`src/rtl/scfr_pkg.sv`:
```
// Shared types, constants and the CRC-8 byte update for the framed status receiver.
`default_nettype none

package scfr_pkg;

    // CRC-8 constants: polynomial x^8 + x^2 + x + 1, MSB first
    localparam logic [7:0] CRC_POLY       = 8'h07;
    localparam logic [7:0] CRC_INIT_RESET = 8'h55;
    localparam logic [7:0] SYNC_RESET     = 8'h7E;

    // Configuration register indexes
    localparam int unsigned CFG_IDX_W = 8;
    localparam logic [CFG_IDX_W-1:0] CFG_SYNC_BYTE = 8'd0;
    localparam logic [CFG_IDX_W-1:0] CFG_CRC_INIT  = 8'd1;

    // Frame phase
    typedef enum logic [1:0] {
        PH_HUNT  = 2'd0,
        PH_LOW   = 2'd1,
        PH_HIGH  = 2'd2,
        PH_CHECK = 2'd3
    } t_phase;

    // Byte held in the input register
    typedef struct packed {
        logic       valid;
        logic [7:0] rx_byte;
    } t_item;

    // Result of one frame
    typedef struct packed {
        logic        outcome;
        logic [15:0] status_word;
    } t_res;

    // Fold one byte into the CRC, eight shift steps
    function automatic logic [7:0] crc8_byte(input logic [7:0] crc, input logic [7:0] b);
        logic [7:0] c;
        c = crc ^ b;
        for (int k = 0; k < 8; k++) begin
            if (c[7]) begin
                c = {c[6:0], 1'b0} ^ CRC_POLY;
            end else begin
                c = {c[6:0], 1'b0};
            end
        end
        return c;
    endfunction

endpackage

`default_nettype wire

```
`src/rtl/scfr_in_reg.sv`:
```
// Input register: captures one received byte per transfer.
`default_nettype none

module scfr_in_reg (
    input  wire                  i_clk,
    input  wire                  i_rst_n,
    input  wire                  i_rx_valid,
    output logic                 o_rx_ready,
    input  wire  [7:0]           i_rx_byte,
    input  wire                  i_adv,
    output scfr_pkg::t_item      o_item
);
    import scfr_pkg::*;

    logic       r_valid;
    logic [7:0] r_byte;

    // Take a new byte when empty or when the held byte moves on this cycle
    assign o_rx_ready = !r_valid || i_adv;

    always_ff @(posedge i_clk) begin
        if (!i_rst_n) begin
            r_valid <= 1'b0;
        end else if (o_rx_ready) begin
            r_valid <= i_rx_valid;
        end
    end

    // Hold the payload until replaced
    always_ff @(posedge i_clk) begin
        if (i_rx_valid && o_rx_ready) begin
            r_byte <= i_rx_byte;
        end
    end

    assign o_item.valid   = r_valid;
    assign o_item.rx_byte = r_byte;

endmodule

`default_nettype wire

```
`src/rtl/scfr_frame.sv`:
```
// Frame state machine: sync hunt, status assembly, CRC update and check.
`default_nettype none

module scfr_frame (
    input  wire                  i_clk,
    input  wire                  i_rst_n,
    input  scfr_pkg::t_item      i_item,
    input  wire                  i_adv,
    input  wire  [7:0]           i_sync_byte,
    input  wire  [7:0]           i_crc_init,
    output logic                 o_is_check,
    output scfr_pkg::t_res       o_res
);
    import scfr_pkg::*;

    t_phase      r_phase, n_phase;
    logic [7:0]  r_crc, n_crc;
    logic [15:0] r_status, n_status;
    logic        mismatch;

    // State registers
    always_ff @(posedge i_clk) begin
        if (!i_rst_n) begin
            r_phase  <= PH_HUNT;
            r_crc    <= CRC_INIT_RESET;
            r_status <= 16'd0;
        end else if (i_adv) begin
            r_phase  <= n_phase;
            r_crc    <= n_crc;
            r_status <= n_status;
        end
    end

    // Next state and result
    always_comb begin
        n_phase  = r_phase;
        n_crc    = r_crc;
        n_status = r_status;
        case (r_phase)
            PH_HUNT: begin
                if (i_item.rx_byte == i_sync_byte) begin
                    n_crc   = i_crc_init;
                    n_phase = PH_LOW;
                end
            end
            PH_LOW: begin
                n_status = {8'd0, i_item.rx_byte};
                n_crc    = crc8_byte(r_crc, i_item.rx_byte);
                n_phase  = PH_HIGH;
            end
            PH_HIGH: begin
                n_status = {i_item.rx_byte, r_status[7:0]};
                n_crc    = crc8_byte(r_crc, i_item.rx_byte);
                n_phase  = PH_CHECK;
            end
            PH_CHECK: begin
                n_phase = PH_HUNT;
            end
            default: begin
                n_phase = PH_HUNT;
            end
        endcase
    end

    // Compare check byte; drop status on mismatch
    assign mismatch          = (r_crc != i_item.rx_byte);
    assign o_is_check        = (r_phase == PH_CHECK);
    assign o_res.outcome     = mismatch;
    assign o_res.status_word = mismatch ? 16'd0 : r_status;

    // A check byte always ends the frame
    a_check_to_hunt: assert property (@(posedge i_clk) disable iff (!i_rst_n)
        (i_adv && r_phase == PH_CHECK) |=> (r_phase == PH_HUNT))
        else $error("frame did not return to hunt after check byte");

    // Low status byte is followed by the high status byte
    a_low_to_high: assert property (@(posedge i_clk) disable iff (!i_rst_n)
        (i_adv && r_phase == PH_LOW) |=> (r_phase == PH_HIGH && r_status[15:8] == 8'd0))
        else $error("low status byte not followed by high phase");

    // State only moves on an advancing byte
    a_hold_idle: assert property (@(posedge i_clk) disable iff (!i_rst_n)
        !i_adv |=> $stable(r_phase))
        else $error("phase changed without a byte");

endmodule

`default_nettype wire

```
`src/rtl/sync_crc8_status_frame_receiver_core.sv`:
```
// A result is registered: its check byte passes the input register, then the result
// register, from which the result is offered for transfer.
// Throughput: one byte per cycle; only a check byte meeting a full, stalled
// result register waits, set by the single result register.
// Reset (i_rst_n low, synchronous): hunt for sync, sync byte 0x7E, CRC seed 0x55,
// both registers empty.
`default_nettype none

module sync_crc8_status_frame_receiver_core (
    input  wire         i_clk,
    input  wire         i_rst_n,
    input  wire         i_rx_valid,
    output logic        o_rx_ready,
    input  wire  [7:0]  i_rx_byte,
    output logic        o_res_valid,
    input  wire         i_res_ready,
    output logic        o_outcome,
    output logic [15:0] o_status_word,
    input  wire         i_cfg_valid,
    output logic        o_cfg_ready,
    input  wire  [scfr_pkg::CFG_IDX_W-1:0] i_cfg_index,
    input  wire  [7:0]  i_cfg_data
);
    import scfr_pkg::*;

    logic [7:0]  r_sync;
    logic [7:0]  r_crc_init;
    logic        r_out_valid;
    logic        r_outcome;
    logic [15:0] r_status_word;
    t_item       item;
    t_res        res;
    logic        is_check;
    logic        adv;
    logic        emit;

    // Configuration registers, always ready
    assign o_cfg_ready = 1'b1;

    always_ff @(posedge i_clk) begin
        if (!i_rst_n) begin
            r_sync     <= SYNC_RESET;
            r_crc_init <= CRC_INIT_RESET;
        end else if (i_cfg_valid) begin
            case (i_cfg_index)
                CFG_SYNC_BYTE: r_sync     <= i_cfg_data;
                CFG_CRC_INIT:  r_crc_init <= i_cfg_data;
                default: ;
            endcase
        end
    end

    // Advance the held byte unless it is a check byte blocked by the result register
    assign adv  = item.valid && (!is_check || !r_out_valid || i_res_ready);
    assign emit = adv && is_check;

    scfr_in_reg u_in_reg (
        .i_clk      (i_clk),
        .i_rst_n    (i_rst_n),
        .i_rx_valid (i_rx_valid),
        .o_rx_ready (o_rx_ready),
        .i_rx_byte  (i_rx_byte),
        .i_adv      (adv),
        .o_item     (item)
    );

    scfr_frame u_frame (
        .i_clk       (i_clk),
        .i_rst_n     (i_rst_n),
        .i_item      (item),
        .i_adv       (adv),
        .i_sync_byte (r_sync),
        .i_crc_init  (r_crc_init),
        .o_is_check  (is_check),
        .o_res       (res)
    );

    // Result register valid
    always_ff @(posedge i_clk) begin
        if (!i_rst_n) begin
            r_out_valid <= 1'b0;
        end else if (emit) begin
            r_out_valid <= 1'b1;
        end else if (i_res_ready) begin
            r_out_valid <= 1'b0;
        end
    end

    // Result payload
    always_ff @(posedge i_clk) begin
        if (emit) begin
            r_outcome     <= res.outcome;
            r_status_word <= res.status_word;
        end
    end

    assign o_res_valid   = r_out_valid;
    assign o_outcome     = r_outcome;
    assign o_status_word = r_status_word;

    // Never overwrite a result that has not been transferred
    a_no_overrun: assert property (@(posedge i_clk) disable iff (!i_rst_n)
        !(emit && r_out_valid && !i_res_ready))
        else $error("result register overrun");

    // A check byte produces a result in the next cycle
    a_emit_valid: assert property (@(posedge i_clk) disable iff (!i_rst_n)
        emit |=> r_out_valid)
        else $error("check byte without result");

    // A mismatch result carries no status
    a_err_zero: assert property (@(posedge i_clk) disable iff (!i_rst_n)
        (r_out_valid && r_outcome) |-> (r_status_word == 16'd0))
        else $error("mismatch result with nonzero status");

endmodule

`default_nettype wire

```
`config.mk`:
```
export PLATFORM = sky130hd
export DESIGN_NAME = sync_crc8_status_frame_receiver_core
export DESIGN_NICKNAME = d
export VERILOG_FILES = /design/src/rtl/scfr_pkg.sv /design/src/rtl/scfr_in_reg.sv /design/src/rtl/scfr_frame.sv /design/src/rtl/sync_crc8_status_frame_receiver_core.sv
export SDC_FILE = /design/constraint.sdc
export NUM_CORES = 1
export LEC_CHECK = 0
export BUFFER_PORTS_ARGS = -buffer_cell sky130_fd_sc_hd__buf_2
export CAP_MARGIN = 25
export CORE_ASPECT_RATIO = 0.75
export CORE_MARGIN = 1.5
export CORE_UTILIZATION = 51
export CTS_CLUSTER_SIZE = 12
export DETAILED_ROUTE_END_ITERATION = 12
export PLACE_DENSITY_LB_ADDON = 0.12
export SLEW_MARGIN = 40
export SYNTH_ARGS = -nofsm -noshare
export SYNTH_HDL_FRONTEND = slang
export SYNTH_HIERARCHICAL = 1
export SYNTH_SLANG_ARGS = --single-unit
```
`constraint.sdc`:
```
create_clock -name i_clk -period 1.74 [get_ports i_clk]
set_input_delay 0.261 -clock i_clk [delete_from_list [all_inputs] [get_ports i_clk]]
set_output_delay 0.261 -clock i_clk [all_outputs]
set_load 0.01 [all_outputs]
```
# [After elaboration in Yosys (flattened, before gate mapping)]
# Index checks and enable logic that the tools add are counted.
# W data, S select, Z words.
[classes] mux=36 n_div=0 eq_ne=7 n_bitwise=17 add_sub_neg=0 reduce_logical=20 magnitude_cmp=0 n_mul=0 n_shift=0
[ops] op="$mux W8" n=15
[ops] op="$mux W3" n=15
[ops] op="$not A3 Y3" n=15
[ops] op="$pmux W16 S2" n=1
[ops] op="$pmux W8 S3" n=1
[ops] op="$eq A8 B1 Y1 const B" n=1
[ops] op="$eq A8 B8 Y1" n=1
[ops] op="$logic_not A8 Y1" n=1
[ops] op="$ne A8 B8 Y1" n=1
[ops] op="$pmux W2 S4" n=1
[ops] op="$reduce_and A2 Y1" n=4
[ops] op="$xor A8 B8 Y8" n=1
[ops] op="$reduce_and A3 Y1" n=2
[ops] op="$eq A2 B2 Y1 const B" n=2
[ops] op="$reduce_bool A2 Y1" n=2
[ops] op="$logic_and A1 B1 Y1" n=3
[ops] op="$logic_not A1 Y1" n=3
[ops] op="$logic_or A1 B1 Y1" n=3
[ops] op="$reduce_bool A3 Y1" n=1
[ops] op="$eq A2 B1 Y1 const B" n=1
[ops] op="$logic_not A2 Y1" n=1
[ops] op="$mux W1" n=2
[ops] op="$mux W2" n=1
[ops] op="$ne A2 B1 Y1 const B" n=1
[ops] op="$not A1 Y1" n=1
[word_totals] mem_bits_rw=0 reg_bits=69 latch_bits=0 out_inout_bits=20 rom_bits=0 mem_count=0

# [Logic depth before layout (Yosys ltp)]
# Gate-level depths: netlist (run 1).
[depth] depth_word=25 depth_mapped=9

# [Modules after synthesis]
# The synthesis (run 1) kept the hierarchy.
[by_module_without_submodules] mod="scfr_frame" cells_per_inst=192 area_each_um2=1619.1 instances=1 seq_area_each_um2=520.5
[by_module_without_submodules] mod="sync_crc8_status_frame_receiver_core" cells_per_inst=97 area_each_um2=1280.0 instances=1 seq_area_each_um2=850.8
[by_module_without_submodules] mod="scfr_in_reg" cells_per_inst=14 area_each_um2=305.3 instances=1 seq_area_each_um2=260.2

# [Worst setup path before layout (run 1)]
# OpenSTA, ideal clock, no wires.
[synth_path] path_type="reg2reg" startpoint="register u_in_reg.r_byte[3]" endpoint="register r_outcome (netlist: o_outcome) (data pin)" setup_time_ns=0.251 synth_period_minus_slack_ns=1.854 path_stages_with_launch=8 arrival_time_ns=1.603 path_slack_ns=-0.114 path_cell_list="edfxtp_1 -> xnor2_1 -> ha_1 -> nand3_1 -> nor2_1 -> clkbuf_1 -> inv_1 -> buf_4"
[synth_between] elab_chain_len=1
[synth_rtl] item="start: declaration" line="scfr_in_reg.sv:16" rtl="logic [7:0] r_byte;"
[synth_rtl] item="start signal: assignment" line="scfr_in_reg.sv:32" rtl="r_byte <= i_rx_byte;"
[synth_rtl] item="$ne A8 B8 Y1" line="scfr_frame.sv:66" rtl="assign mismatch = (r_crc != i_item.rx_byte);"
[synth_rtl] item="named net u_frame.mismatch" line="scfr_frame.sv:19" rtl="logic mismatch;"
[synth_rtl] item="end signal: assignment" line="sync_crc8_status_frame_receiver_core.sv:92" rtl="r_outcome <= res.outcome;"
[synth_rtl] item="end: declaration" line="sync_crc8_status_frame_receiver_core.sv:29" rtl="logic r_outcome;"
# The timed path passes the listed nets, and every way through them passes these cells.
# A chain may end at the register's enable or synchronous reset.

# [Worst setup path after layout (run 1)]
[layout_path] startpoint="register u_in_reg.r_byte[3]" endpoint="register u_frame.r_crc[3]"
[layout_between] elab_chain_len=14
[layout_rtl] item="$xor A8 B8 Y8" line="scfr_pkg.sv:39" rtl="c = crc ^ b;"
[layout_rtl] item="$mux W8 (4 in series)" line="scfr_frame.sv:39" rtl="case (r_phase)"
[layout_rtl] item="$mux W3" line="scfr_pkg.sv:41" rtl="if (c[7]) begin"
[layout_rtl] item="$mux W8" line="scfr_frame.sv:39"
[layout_rtl] item="$not A3 Y3 (no source line)"
[layout_rtl] item="$mux W3" line="scfr_pkg.sv:41"
[layout_rtl] item="$mux W8" line="scfr_frame.sv:39"
[layout_rtl] item="$not A3 Y3 (no source line)"
[layout_rtl] item="$mux W3" line="scfr_pkg.sv:41"
[layout_rtl] item="$mux W8" line="scfr_frame.sv:39"
[layout_rtl] item="$pmux W8 S3" line="scfr_frame.sv:39"
[layout_rtl] item="end signal: assignment" line="scfr_frame.sv:29" rtl="r_crc <= n_crc;"
[layout_rtl] item="end: declaration" line="scfr_frame.sv:17" rtl="logic [7:0] r_crc, n_crc;"
# Several ways; a longest one is shown, not always the timed one. The select of a mux whose other input is x is not followed.

==> impl_metrics.env, run 1 <==
export IMPL_path_max_fanout=3
export IMPL_hold_path_class="input pin to flip-flop"
export IMPL_layout_min_cycle_time_ns=1.75
export IMPL_dp_cells=436
export IMPL_finalSetupViolCount=1
export IMPL_syn_nets=340
export IMPL_antenna_found_initial=0
export IMPL_die_area_sq_um=6770
export IMPL_die_h_microns=71.6
export IMPL_worst_slack_ns=-0.00994
export IMPL_seq_area_frac_synth_pct=50.9
export IMPL_yosysMostFrequentCell="dfxtp_1"
export IMPL_wl_per_cell_microns=15.5
export IMPL_clock_fmax_ghz=0.571
export IMPL_end_kind="flip-flop"
export IMPL_cts_max_path_buffers=2
export IMPL_layout_area_seq_sq_um=1630
export IMPL_drv_slew=0
export IMPL_nFillCells=458
export IMPL_yosys_warnings=6
export IMPL_use_met1_pct=31.8
export IMPL_status="finished with violations"
export IMPL_place_congestion=0.881
export IMPL_syn2layout_area_growth_pct=31.2
export IMPL_syn_cell_area_sq_um=3200
export IMPL_synthFlopType="dfxtp_1"
export IMPL_power_frac_seq_pct=49.5
export IMPL_cts_reportedPaths_clkPinSlew_ns=0.07
export IMPL_ir_drop_mv=0.612
export IMPL_grt_use_met3_pct=7.43
export IMPL_dpl_hpwl_mm=5.01
export IMPL_grt_use_total_pct=22.8
export IMPL_drt_wl_total_mm=7.17
export IMPL_leakage_nw=1.66
export IMPL_place_area_sq_um=3690
export IMPL_net_switching_power_w=0.000770
export IMPL_synth_top_cell_area_share_pct=27.5
export IMPL_synth_area_leaders="dfxtp_1 27%, edfxtp_1 23%, mux2i_1 4.7%"
export IMPL_cts_htree_levels=3
export IMPL_required_ns=1.97
export IMPL_core_area_sq_um=5950
export IMPL_grt_busiest_layer="met2"
export IMPL_power_density_nw_per_um2=813
export IMPL_synth_distinct_cells=48
export IMPL_violations="setup timing"
export IMPL_final_layout_size_suffix_gt1_share_pct=36.0
export IMPL_pre_cts_ws_ns=-0.0248
export IMPL_critical_path_class="flip-flop to flip-flop"
export IMPL_cts_made_buffers=9
export IMPL_fin_cells=464
export IMPL_antenna_cells=0
export IMPL_grt_pass1_vias=2307
export IMPL_grt_ovfl_total=0
export IMPL_via_count=2410
export IMPL_grt_max_degree=35
export IMPL_internal_power_w=0.00265
export IMPL_synth_cells=303
export IMPL_cts_tree="yes"
export IMPL_remaining_drc_errors=0
export IMPL_final_cell_area_sq_um=4200
export IMPL_ios=49
export IMPL_num_rows=24
export IMPL_arrival_ns=1.98
export IMPL_cap_violations=0
export IMPL_rsz0062_at_grt="yes"
export IMPL_drt_iter0_drc=107
export IMPL_relSlewSlack_pct=65.6
export IMPL_viasPerCell=5.19
export IMPL_grt_pass1_wl_mm=11.4
export IMPL_multi_input_area_sq_um=1670
export IMPL_worstSkewPairLatency_ns=0.34
export IMPL_p_comb_share_pct=9.5
export IMPL_tightest_slew_ns=0.509
export IMPL_ys_ff_latch=69
export IMPL_worstSetupStartpointType="flip-flop"
export IMPL_setup_tns_ns=-0.00994
export IMPL_clock_sinks=69
export IMPL_finalCritPeriodShare_pct=101
export IMPL_yosysTopAreaCell="dfxtp_1"
export IMPL_drt_first_pass_iters=4
export IMPL_avgSynthCellArea_sq_um=10.6
export IMPL_clock_root_buffer="clkbuf_8"
export IMPL_portBuffers=47
export IMPL_fin_nets=418
export IMPL_synth_async_sr_flop_share_pct=0
export IMPL_fin_skew_ns=0.00723
export IMPL_swShare_pct=22.5
export IMPL_die_w_microns=94.5
export IMPL_synth_edff_count=25
export IMPL_finalHoldViolations=0
export IMPL_p_clk_share_pct=41.0
export IMPL_ctsHoldBuffers=0
export IMPL_grtUsageMet2_pct=34.4
export IMPL_ant_nets=0
export IMPL_synthTopCellsByCount="44 x dfxtp_1, 26 x nand2_1, 25 x edfxtp_1"
export IMPL_start_util_pct=53.9
[final timing paths]
kind	startpoint	end	slack [ns]	cells past startpoint
max	u_in_reg/r_byte[3]$_DFFE_PP_	u_frame/r_crc[3]$_SDFFE_PN0P_	-0.01	6
min	i_rx_byte[4]	u_in_reg/r_byte[4]$_DFFE_PP_	0.09	1
max reg2reg	u_in_reg/r_byte[3]$_DFFE_PP_	u_frame/r_crc[3]$_SDFFE_PN0P_	-0.01	6
min reg2reg	u_frame/r_status[15]$_SDFFE_PN0P_	u_frame/r_status[15]$_SDFFE_PN0P_	0.45	2
[state kept, by name (all words and copies together), names as in the netlist]
signal / flops
o_status_word: 16
u_frame/r_status: 16
r_crc_init: 8
r_sync: 8
u_frame/r_crc: 8
u_in_reg/r_byte: 8
u_frame/r_phase: 2
o_outcome: 1
o_res_valid: 1
u_in_reg/r_valid: 1
[layer usage]
metal | vias to the layer above | wire [microns]
li1 | 1200 | -
met1 | 1133 | 3450
met2 | 71 | 3260
met3 | 6 | 426
met4 | 0 | 36
met5 | - | 0
[per-stage QoR]
step | hold WS (ns) | power (W) | utilization [%]
3_3_place_gp | 0.438 | 0.00198 | 62.1
6_report | 0.0940 | 0.00342 | 70.7
4_1_cts | 0.0780 | 0.00340 | 66.7
5_1_grt | 0.0690 | 0.00356 | 70.7
2_1_floorplan | 0.360 | 0.00188 | -
3_5_place_dp | 0.440 | 0.00199 | 62.1
[cell type report]
type | count | share of cell area [%]
Clock buffer | 10 | 3.04
Inverter | 12 | 1.16
Tap cell | 78 | 2.32
Multi-Input combinational cell | 205 | 39.7
Clock inverter | 6 | 2.08
Timing Repair Buffer | 84 | 12.9
Sequential cell | 69 | 38.9
[power by group through the flow]
stage                     sequential, W  clock [W]  combinational, W
final                           0.00169    0.00140          0.000323
after global routing            0.00169    0.00152          0.000348
after CTS                       0.00169    0.00143          0.000272
after detailed placement        0.00173          0          0.000255
after global placement          0.00173          0          0.000252
after floorplan                 0.00173          0          0.000150
[repair_timing]
item                                    in CTS  in global routing
cloned                                       0                  0
resized for setup                            6                 33
pin swaps                                    4                 12
buffers inserted                             5                  7
endpoints found under the setup margin       5                 27
[cell usage in the layout, fill, tap and decap left out, drive strengths merged, types with 2 or more instances in the layout]
master and n:
a211oi 3, a21boi 3, a21oi 19, and2 18, and3 2, buf 84
bufinv 2, clkbuf 10, clkinvlp 4, dfxtp 44, edfxtp 25, ha 8
inv 11, mux2i 15, nand2 27, nand2b 3, nand3 10, nor2 19
nor2b 9, nor3b 8, nor4 3, o211ai 5, o21ai 4, o311ai 4
o31ai 3, xnor2 13, xor2 14
[critical path: stages (launching register included)]
cell and delay, ns:
edfxtp_1 0.46, xnor2_2 0.26, ha_4 0.25, xor2_1 0.17, xnor2_1 0.20, o2111ai_2 0.14
o211a_1 0.15
[cells by family (layout without fill, tap and decap cells)]
kind of cell,after synthesis,after routing,share of synthesized area [%]
simple gates,106,106,19.0
other cells,1,1,0.117
xor+xnor,28,28,8.36
flops,69,69,50.9
mux,15,15,4.69
buf+inv,29,112,4.02
compound gates,47,47,9.80
fa+ha+maj,8,8,3.12
No activity file was read; power rests on OpenSTA's default activity.
==> run 2, diff against run 1 <==
--- a/config.mk
+++ b/config.mk
@@ -13,6 +13,7 @@
 export CTS_CLUSTER_SIZE = 12
 export DETAILED_ROUTE_END_ITERATION = 12
 export PLACE_DENSITY_LB_ADDON = 0.12
+export SKIP_CTS_REPAIR_TIMING = 1
 export SLEW_MARGIN = 40
 export SYNTH_ARGS = -nofsm -noshare
 export SYNTH_HDL_FRONTEND = slang
==> impl_metrics.env, run 2 (synthesis results as in run 1) <==
export IMPL_die_h_microns=71.6
export IMPL_via_count=2411
export IMPL_fin_nets=417
export IMPL_net_switching_power_w=0.000759
export IMPL_hold_end="u_in_reg/r_byte[4]$_DFFE_PP_"
export IMPL_power_frac_seq_pct=49.7
export IMPL_violations="setup timing"
export IMPL_worst_slack_ns=-0.0145
export IMPL_drv_slew=0
export IMPL_path_max_fanout=3
export IMPL_viasPerCell=5.21
export IMPL_swShare_pct=22.3
export IMPL_end_kind="flip-flop"
export IMPL_cts_htree_levels=3
export IMPL_layout_min_cycle_time_ns=1.75
export IMPL_finalCritPeriodShare_pct=101
export IMPL_antenna_found_initial=0
export IMPL_hp_start="i_rx_byte[4]"
export IMPL_ff2ff_setup_slack_ns=-0.01
export IMPL_p_comb_share_pct=9.2
export IMPL_fin_skew_ns=0.00823
export IMPL_critical_path_class="flip-flop to flip-flop"
export IMPL_cts_tree="yes"
export IMPL_cts_made_buffers=9
export IMPL_hold_path_class="input pin to flip-flop"
export IMPL_finalHoldViolations=0
export IMPL_num_rows=24
export IMPL_required_ns=1.97
export IMPL_relSlewSlack_pct=65.6
export IMPL_setup_tns_ns=-0.0145
export IMPL_internal_power_w=0.00264
export IMPL_final_common_cell="buf_2"
export IMPL_drt_wl_total_mm=7.04
export IMPL_grt_pass1_vias=2259
export IMPL_whs_path_depth=1
export IMPL_ios=49
export IMPL_clock_sinks=69
export IMPL_worstSkewPairLatency_ns=0.34
export IMPL_reg2reg_depth=6
export IMPL_grt_ovfl_total=0
export IMPL_syn2layout_area_growth_pct=28.6
export IMPL_layout_common_cells="47 x buf_2, 42 x dfxtp_1, 32 x buf_4"
export IMPL_place_congestion=0.881
export IMPL_power_density_nw_per_um2=826
export IMPL_ir_drop_mv=0.606
export IMPL_finalSetupViolCount=1
export IMPL_cts_max_path_buffers=2
export IMPL_drt_iter0_drc=117
export IMPL_r2r_start="u_in_reg/r_byte[3]$_DFFE_PP_"
export IMPL_drt_first_pass_iters=4
export IMPL_status="finished with violations"
export IMPL_leakage_nw=1.66
export IMPL_grt_max_degree=35
export IMPL_r2r_end="u_frame/r_crc[3]$_SDFFE_PN0P_"
export IMPL_start_util_pct=53.9
export IMPL_remaining_drc_errors=0
export IMPL_rsz0062_at_grt="yes"
export IMPL_clock_fmax_ghz=0.570
export IMPL_worstSetupStartpointType="flip-flop"
export IMPL_arrival_ns=1.99
export IMPL_cap_violations=0
export IMPL_grt_pass1_wl_mm=11.2
export IMPL_dpl_hpwl_mm=5.01
export IMPL_die_area_sq_um=6770
export IMPL_dp_cells=436
export IMPL_portBuffers=47
export IMPL_pre_cts_ws_ns=-0.0248
export IMPL_p_clk_share_pct=41.1
export IMPL_fin_cells=463
export IMPL_antenna_cells=0
export IMPL_tightest_slew_ns=0.509
export IMPL_core_area_sq_um=5950
export IMPL_final_layout_size_suffix_gt1_share_pct=33.5
export IMPL_die_w_microns=94.5
export IMPL_grt_use_total_pct=22.4
export IMPL_wl_per_cell_microns=15.2
export IMPL_ant_nets=0
export IMPL_cts_reportedPaths_clkPinSlew_ns=0.07
export IMPL_clock_root_buffer="clkbuf_8"
export IMPL_fin_util_pct=69.3
==> run 2: cell count changes in the layout (fill, tap and decap cells not counted), sizes merged <==
cell,before,now
clkinvlp,4,3
buf,84,83
inv,11,12
==> run 2: power groups by stage <==
stage / Clock, W / Sequential [W] / Combinational (W)
floorplan: 0 / 0.00173 / 0.000150
global placement: 0 / 0.00173 / 0.000252
detailed placement: 0 / 0.00173 / 0.000255
CTS: 0.00143 / 0.00170 / 0.000257
global route: 0.00152 / 0.00169 / 0.000335
finish: 0.00140 / 0.00169 / 0.000311
==> run 2: worst max-delay path by stage <==
| stage | startpoint | slack (ns) | cells past startpoint | to |
|---|---|---|---|---|
| 6_report | u_in_reg/r_byte[3]$_DFFE_PP_ | -0.01 | 6 | u_frame/r_crc[3]$_SDFFE_PN0P_ |
| 5_1_grt | u_in_reg/r_byte[3]$_DFFE_PP_ | -0.11 | 6 | u_frame/r_crc[3]$_SDFFE_PN0P_ |
| 4_1_cts | u_frame/r_phase[0]$_SDFFE_PN0P_ | -0.11 | 5 | o_rx_ready |
| 3_5_place_dp | u_in_reg/r_byte[2]$_DFFE_PP_ | -0.02 | 7 | u_frame/r_crc[3]$_SDFFE_PN0P_ |
| 3_3_place_gp | u_in_reg/r_byte[2]$_DFFE_PP_ | -0.08 | 7 | u_frame/r_crc[3]$_SDFFE_PN0P_ |
| 2_1_floorplan | u_in_reg/r_byte[6]$_DFFE_PP_ | 0.004 | 8 | o_outcome$_DFFE_PP_ |
==> run 2: worst max-delay path, cell delays in order, from the launching register on <==
cell	delay, ns
edfxtp_1	0.46
xnor2_2	0.28
ha_4	0.25
xor2_2	0.14
xnor2_1	0.21
o2111ai_2	0.16
o211a_1	0.15
==> run 2: per-stage QoR <==
step,instance area (sq um),power (W),hold slack [ns]
after floorplan,3240,0.00188,0.360
final,4120,0.00340,0.0955
after CTS,3910,0.00339,0.0780
after global placement,3690,0.00198,0.438
after global routing,4120,0.00355,0.0690
after detailed placement,3690,0.00199,0.440
==> run 2: area by class of cell <==
cell class	count	area, sq um
fill	462	1830
sequential	69	1640
multi-input combinational	205	1600
timing repair buffer	83	529
clock buffer	10	128
tap	78	97.6
clock inverter	6	87.6
inverter	12	45.0
==> run 2: routing by layer <==
| metal | vias to the layer above | part of all wire [%] | GRT usage, % |
|---|---|---|---|
| li1 | 1195 | - | - |
| met1 | 1148 | 48 | 31.8 |
| met2 | 63 | 45 | 32.9 |
| met3 | 5 | 5.7 | 7.43 |
| met4 | 0 | 0.65 | 5.97 |
| met5 | - | 0 | 0 |
